===== src/rtl/pncl_pkg.sv =====
package pncl_pkg;

  localparam int PALETTE_DEPTH    = 256;
  localparam int CACHE_INDEX_BITS = 18;

  localparam int PAL_AW      = $clog2(PALETTE_DEPTH);
  localparam int COUNT_W     = $clog2(PALETTE_DEPTH + 1);
  localparam int CACHE_DEPTH = 1 << CACHE_INDEX_BITS;

  localparam int OP_W    = 2;
  localparam int IDX_W   = 8;
  localparam int COLOR_W = 24;
  localparam int PEN_W   = 8;
  localparam int CFG_W   = 3;
  localparam int SQ_W    = 16;
  localparam int DIST_W  = 18;
  localparam int EPOCH_W = 8;
  localparam int SLOT_W  = 18;

  // widest channel slice that still fits the cache index
  localparam int EFF_MAX = (CACHE_INDEX_BITS / 3 < 6) ? CACHE_INDEX_BITS / 3 : 6;
  localparam int HB_SPAN = 32;

  localparam logic [CFG_W-1:0]  CHANNEL_BITS_RESET = 3'd5;
  localparam logic [DIST_W-1:0] DIST_START         = 18'd196000;

  localparam logic [OP_W-1:0] OP_CLEAR  = 2'd0;
  localparam logic [OP_W-1:0] OP_WRITE  = 2'd1;
  localparam logic [OP_W-1:0] OP_LOOKUP = 2'd2;

  typedef struct packed {
    logic               valid;
    logic [EPOCH_W-1:0] tag;
    logic [PEN_W-1:0]   pen;
  } cache_entry_t;

  typedef struct packed {
    logic              valid;
    logic [PAL_AW-1:0] idx;
    logic [DIST_W-1:0] distance;
  } dist_res_t;

  // 4:4:4 input is widened by repeating each nibble
  function automatic logic [COLOR_W-1:0] expand_color(logic [COLOR_W-1:0] c, logic fmt);
    logic [COLOR_W-1:0] v;
    if (fmt) begin
      v = {c[11:8], c[11:8], c[7:4], c[7:4], c[3:0], c[3:0]};
    end else begin
      v = c;
    end
    return v;
  endfunction

  function automatic logic [COLOR_W-1:0] half_color(logic [COLOR_W-1:0] v);
    return {1'b0, v[23:17], 1'b0, v[15:9], 1'b0, v[7:1]};
  endfunction

  // slot = {blue top, green top, red top}, channel width clamped to 4..EFF_MAX
  function automatic logic [CACHE_INDEX_BITS-1:0] cache_slot(logic [COLOR_W-1:0] rgb,
                                                             logic [CFG_W-1:0] cb);
    logic [CFG_W-1:0]  t;
    logic [SLOT_W-1:0] s;
    t = cb;
    if (t < 3'd4) t = 3'd4;
    if (t > CFG_W'(EFF_MAX)) t = CFG_W'(EFF_MAX);
    case (t)
      3'd4:    s = SLOT_W'({rgb[7:4], rgb[15:12], rgb[23:20]});
      3'd5:    s = SLOT_W'({rgb[7:3], rgb[15:11], rgb[23:19]});
      default: s = SLOT_W'({rgb[7:2], rgb[15:10], rgb[23:18]});
    endcase
    return s[CACHE_INDEX_BITS-1:0];
  endfunction

endpackage


===== src/rtl/pncl_dist.sv =====
module pncl_dist (
  input  logic                           clk,
  input  logic                           rst,
  input  logic                           flush,
  input  logic                           in_v,
  input  logic [pncl_pkg::PAL_AW-1:0]    in_idx,
  input  logic [pncl_pkg::COLOR_W-1:0]   entry,
  input  logic [pncl_pkg::COLOR_W-1:0]   target,
  output pncl_pkg::dist_res_t            res
);

  logic                            s1_v;
  logic [pncl_pkg::PAL_AW-1:0]     s1_idx;
  logic [pncl_pkg::SQ_W-1:0]       sq_r, sq_g, sq_b;
  logic                            s2_v;
  logic [pncl_pkg::PAL_AW-1:0]     s2_idx;
  logic [pncl_pkg::DIST_W-1:0]     s2_dist;
  logic [7:0]                      dr, dg, db;

  function automatic logic [7:0] absdiff(logic [7:0] a, logic [7:0] b);
    return (a > b) ? a - b : b - a;
  endfunction

  assign dr = absdiff(entry[23:16], target[23:16]);
  assign dg = absdiff(entry[15:8],  target[15:8]);
  assign db = absdiff(entry[7:0],   target[7:0]);

  always_ff @(posedge clk) begin
    if (rst || flush) begin
      s1_v <= 1'b0;
      s2_v <= 1'b0;
    end else begin
      s1_v <= in_v;
      s2_v <= s1_v;
    end
  end

  // stage 1: per-channel squares, stage 2: sum
  always_ff @(posedge clk) begin
    s1_idx  <= in_idx;
    sq_r    <= pncl_pkg::SQ_W'(dr) * pncl_pkg::SQ_W'(dr);
    sq_g    <= pncl_pkg::SQ_W'(dg) * pncl_pkg::SQ_W'(dg);
    sq_b    <= pncl_pkg::SQ_W'(db) * pncl_pkg::SQ_W'(db);
    s2_idx  <= s1_idx;
    s2_dist <= pncl_pkg::DIST_W'(sq_r) + pncl_pkg::DIST_W'(sq_g) + pncl_pkg::DIST_W'(sq_b);
  end

  assign res.valid    = s2_v;
  assign res.idx      = s2_idx;
  assign res.distance = s2_dist;

endmodule


===== config.mk =====
export PLATFORM = sky130hd
export DESIGN_NAME = pncl_dist
export DESIGN_NICKNAME = d
export VERILOG_FILES = /design/src/rtl/pncl_pkg.sv /design/src/rtl/pncl_dist.sv
export SDC_FILE = /design/constraint.sdc
export NUM_CORES = 1
export LEC_CHECK = 0
export ABC_AREA = 1
export BUFFER_PORTS_ARGS = -buffer_cell sky130_fd_sc_hd__buf_2
export CORE_MARGIN = 1
export CORE_UTILIZATION = 44
export DETAILED_ROUTE_END_ITERATION = 16
export GPL_TIMING_DRIVEN = 0
export PLACE_DENSITY = 0.61
export SKIP_LAST_GASP = 1
export SLEW_MARGIN = 20
export SYNTH_ARGS = -nofsm -noshare
export SYNTH_HDL_FRONTEND = slang
export SYNTH_SLANG_ARGS = --single-unit

===== constraint.sdc =====
create_clock -name clk -period 14.4 [get_ports clk]
set_input_delay 2.88 -clock clk [delete_from_list [all_inputs] [get_ports clk]]
set_output_delay 2.88 -clock clk [all_outputs]
set_load 0.005 [all_outputs]

Word-level counts from Yosys, hierarchy flattened
Cells that the tools add are included.

operators by class
  order comparisons = 3
  multipliers = 3
  reduce and logical (&&, ||, !) cells = 1
  multiplexer cells = 3
  add/sub/neg operators = 8

operators by type and width
  operator                    count
  multiplier 8 x 8 -> 16 bit  3
  subtractor 8 bit            6
  > comparator 8 bit          3
  two-way mux 8 bit           3
  adder 17 x 16 -> 18 bit     1
  adder 16 x 16 -> 17 bit     1
  logical OR 1 bit            1

storage, ports and cells
  input port bits = 60
  flip-flop bits (word level) = 84

Depth between registers and ports, before layout
  depth after elaboration = 3
  mapped depth = 31
  mapped depth without buffers = 31

Worst setup path after synthesis
No wires, ideal clock.

  path type = input port to flip-flop
  from = input port entry[0] in the netlist's numbering
  to = register sq_b[15] in the netlist's numbering
  setup slack = 6,681 ps
  path buffers = 1
  required time = 14,283 ps
  arrival = 7,602 ps
  setup time = 117 ps
  cell stages on the path = 30
  cells stage by stage = inv_1 ha_1 inv_1 fa_1 nand3_1 nand3_1 nand2_1 nand2_2 nand2_4 inv_4 nand2_1 nand2_2 buf_6 nor2_2 inv_1 fa_1 inv_1 fa_1 inv_1 fa_1 fa_1 inv_1 ha_1 a21oi_1 nor2_1 nor2_1 nand2_1 a21oi_1 o21bai_1 nand2_1

between the ends
  word-level cells in the longest chain between the ends = 3

RTL lines
  what                                                    RTL line         RTL
  start, declared                                         pncl_dist.sv:7   input logic [pncl_pkg::COLOR_W-1:0] entry,
  subtractor 8 bit or > comparator 8 bit (tied branches)  pncl_dist.sv:21  return (a > b) ? a - b : b - a;
  two-way mux 8 bit (*)                                   pncl_dist.sv:21
  multiplier 8 x 8 -> 16 bit (*)                          pncl_dist.sv:43  sq_b <= pncl_pkg::SQ_W'(db) * pncl_pkg::SQ_W'(db);
  end signal, assigned                                    pncl_dist.sv:43
  end, declared                                           pncl_dist.sv:14  logic [pncl_pkg::SQ_W-1:0] sq_r, sq_g, sq_b;

Mark *: on every way between the ends. The rest lies on a longest branch, timed or not.
A chain may end at the register's enable or synchronous reset.

Worst setup path after layout
  from = input port entry[16] in the netlist's numbering
  to = register sq_r[13] in the netlist's numbering

between the ends
  word-level cells in the longest chain between the ends = 3

RTL lines
  what                                                    RTL line         RTL
  subtractor 8 bit or > comparator 8 bit (tied branches)  pncl_dist.sv:21
  two-way mux 8 bit (*)                                   pncl_dist.sv:21
  multiplier 8 x 8 -> 16 bit (*)                          pncl_dist.sv:41  sq_r <= pncl_pkg::SQ_W'(dr) * pncl_pkg::SQ_W'(dr);
  end signal, assigned                                    pncl_dist.sv:41
  end, declared                                           pncl_dist.sv:14

Marked as above.

==> qor.tcl <==
set qor(run_status) {finished clean}
set qor(htree_num_levels) 3
set qor(cp_class) {in2reg}
set qor(clk_pin_slew_ns) 0.06
set qor(flow.area_growth_from_synthesis_pct) 11.0
set qor(seq_area_frac_synth) 0.155
set qor(route.vias.total) 8373
set qor(final_weighted_congestion_in_routability_driven_placement) 0.836
set qor(cp_data_arrival_time_ns) 8.16
set qor(num_ports) 87
set qor(hold_path_startpoint) {s1_idx[1]$_DFF_P_}
set qor(yosysTopAreaCell) {fa_1}
set qor(placementRows) 56
set qor(ys_async_sr_fraction) 0
set qor(synth_top_flop_cell) {dfxtp_1}
set qor(vias_per_cell) 4.61
set qor(min_period_over_period) 0.551
set qor(detail_route.drc_violations) 0
set qor(timing.final.max_slew_violations) 0
set qor(ys_top_cells_by_area) {fa_1, ha_1, dfxtp_1}
set qor(critPathCaptureType) {register}
set qor(all_layer_global_routing_usage) 0.176
set qor(root_buffer) {clkbuf_16}
set qor(drtAntennaViolNets) 0
set qor(fin_tns_setup_ns) 0
set qor(fin_skew_ns) 0.00597
set qor(antenna_cells) 0
set qor(die_x_um) 156
set qor(timing.hold.worst_path_depth) 0
set qor(regToRegStartpoint) {sq_g[4]$_DFF_P_}
set qor(netlist_instances) 1395
set qor(wl_um) 20000
set qor(clock_latency_ns) 0.33
set qor(antenna_found_initial) 0
set qor(fillerInstances) 2392
set qor(critical-path-max-stage-delay_ns) 0.53
set qor(drv.max_cap_violation_count) 0
set qor(die_height_um) 156
set qor(post_synth_most_frequent_cells) {nand2_1, inv_1, ha_1}
set qor(worst_setup_path_start_kind) {primary input}
set qor(whs_endpoint) {s2_idx[1]$_DFF_P_}
set qor(port_buffers) 86
set qor(drt_pass1_iterations) 5
set qor(grt_setup_unrepaired) {false}
set qor(syn_area_per_cell_um2) 7.50
set qor(yosys_register_bits) 81
set qor(netlist_area_mm2) 0.0105
set qor(final_nets) 1800
set qor(cts_tree) {yes}
set qor(synth_edf_count) 0
set qor(wire_length_of_the_first_global_routing_pass_um) 35500
set qor(r2r_slack_ns) 12.05
set qor(rr_endpoint) {s2_dist[13]$_DFF_P_}
set qor(postCtsSetupRepairBufs) 0
set qor(grt_start_max_net_pins) 15
set qor(storage_cell_area_mm2) 0.00162
set qor(max_clock_freq_mhz) 126
set qor(finalHoldViolCount) 0
set qor(number_of_sinks_on_the_clock_net) 81
set qor(dp_hpwl_um) 17400
set qor(finalSetupViolCount) 0
set qor(worst_r2r_path_depth) 10
set qor(timing.hold.worst.class) {reg2reg}
set qor(tritoncts.num_buffers) 9
set qor(crit_path_max_fanout) 9
set qor(die-area_mm2) 0.0244
set qor(coreArea_mm2) 0.0234
set qor(routed_wire_length_per_instance_um) 11.0
set qor(fraction_of_final_layout_cells_sized_beyond_drive_strength_1) 0.128
set qor(globalRoute.totalOverflow) 0
set qor(drtIter0Drc) 281
set qor(hold_buffers) 0
set qor(initial_core_util) 0.447
set qor(synthDominantCellAreaShare) 0.186
set qor(post-synth-top-count-cell) {nand2_1}
set qor(cts_max_path_buffers) 2
set qor(min_period_ns) 7.93
set qor(worstSetupStartpoint) {entry[16]}
set qor(cts-resized-gates) 0
set qor(timing.critical_path.slowest_stage_cell) {fa_1}
set qor(post_synth_num_cell_types) 40
set qor(number_of_global_route_vias_before_repair) 8057
set qor(synth_warnings) 0
set qor(multi_input_comb_area_mm2) 0.00760
set qor(worst_ep_required_time_ns) 14.63
==> layer usage <==
| layer | vias up | share of wire | global-route usage | routed length [um] |
|---|---|---|---|---|
| li1 | 4450 | - | - | - |
| met1 | 3791 | 0.52 | 0.241 | 10300 |
| met2 | 113 | 0.45 | 0.300 | 8980 |
| met3 | 19 | 0.023 | 0.0150 | 462 |
| met4 | 0 | 0.012 | 0.0341 | 242 |
| met5 | - | 0 | 0 | 0 |
==> per-stage QoR <==
stage | instance area, um^2 | setup slack (ns) | cells | utilization | hold WS [ns]
after detailed placement | 11300 | 6.11 | 1802 | 0.483 | 0.313
after CTS | 11600 | 6.45 | 1818 | 0.496 | 0.327
after global placement | 11300 | 6.15 | 1802 | 0.483 | 0.310
after floorplan | 10500 | 6.68 | 1397 | - | 0.310
after global routing | 11600 | 6.04 | 1818 | 0.496 | 0.325
final | 11600 | 6.47 | 1818 | 0.496 | 0.326
==> how the worst max path moves through the flow <==
stage / endpoint / cells past startpoint
4_1_cts: sq_r[13]$_DFF_P_ / 30
5_1_grt: sq_g[12]$_DFF_P_ / 30
3_5_place_dp: sq_r[13]$_DFF_P_ / 30
3_3_place_gp: sq_b[15]$_DFF_P_ / 28
6_report: sq_r[13]$_DFF_P_ / 30
2_1_floorplan: sq_b[15]$_DFF_P_ / 30
==> kinds of logic (layout without fill, tap and decap cells) <==
kind of cell / after synthesis / count (layout) / share of synthesized area
other: 1 / 3 / 0.000358
buffers and inverters: 323 / 425 / 0.120
xor gates and xnor gates: 62 / 62 / 0.0519
AOI/OAI and AO/OA: 122 / 122 / 0.0689
and+or+nand+nor: 560 / 560 / 0.240
adders and majority gates: 246 / 246 / 0.364
DFF: 81 / 81 / 0.155
==> area by class of cell <==
class	instances	area share
Clock inverter	6	0.00775
Multi-Input combinational cell	993	0.654
Timing Repair Buffer	86	0.0370
Sequential cell	81	0.140
Tap cell	319	0.0344
Clock buffer	10	0.0197
Buffer	11	0.00603
Inverter	312	0.102
==> flip-flops by register name, summed over array words and instances (netlist names) <==
signal and cells:
s2_dist 18, sq_b 15, sq_g 15, sq_r 15, s1_idx 8, s2_idx 8, s1_v 1, s2_v 1
==> critical path, delay by kind of cell <==
family | cells | cell delay [ns]
adders and majority gates | 7 | 2.90
buffers and inverters | 8 | 0.49
AOI/OAI and AO/OA | 3 | 0.69
and+or+nand+nor | 12 | 1.20
==> placed cells by master, fill, tap and decap left out, drive strengths merged <==
cell        n
clkinv      2
o21bai     10
ha        149
bufinv      2
o2111ai     5
inv       313
buf        95
nand3      65
nand4      10
dfxtp      81
clkbuf     12
a21oi      60
nor3        1
a31oi       4
fa         97
xnor2      22
nor2      129
a21o        5
nand2     348
and3        2
xor2       40
or2         3
o21ai      32
a21boi      6
conb        3
clkinvlp    1
nor3b       2
Power is not shown: default switching activity piles up to over one toggle a cycle in this logic, so the estimate is an artifact.
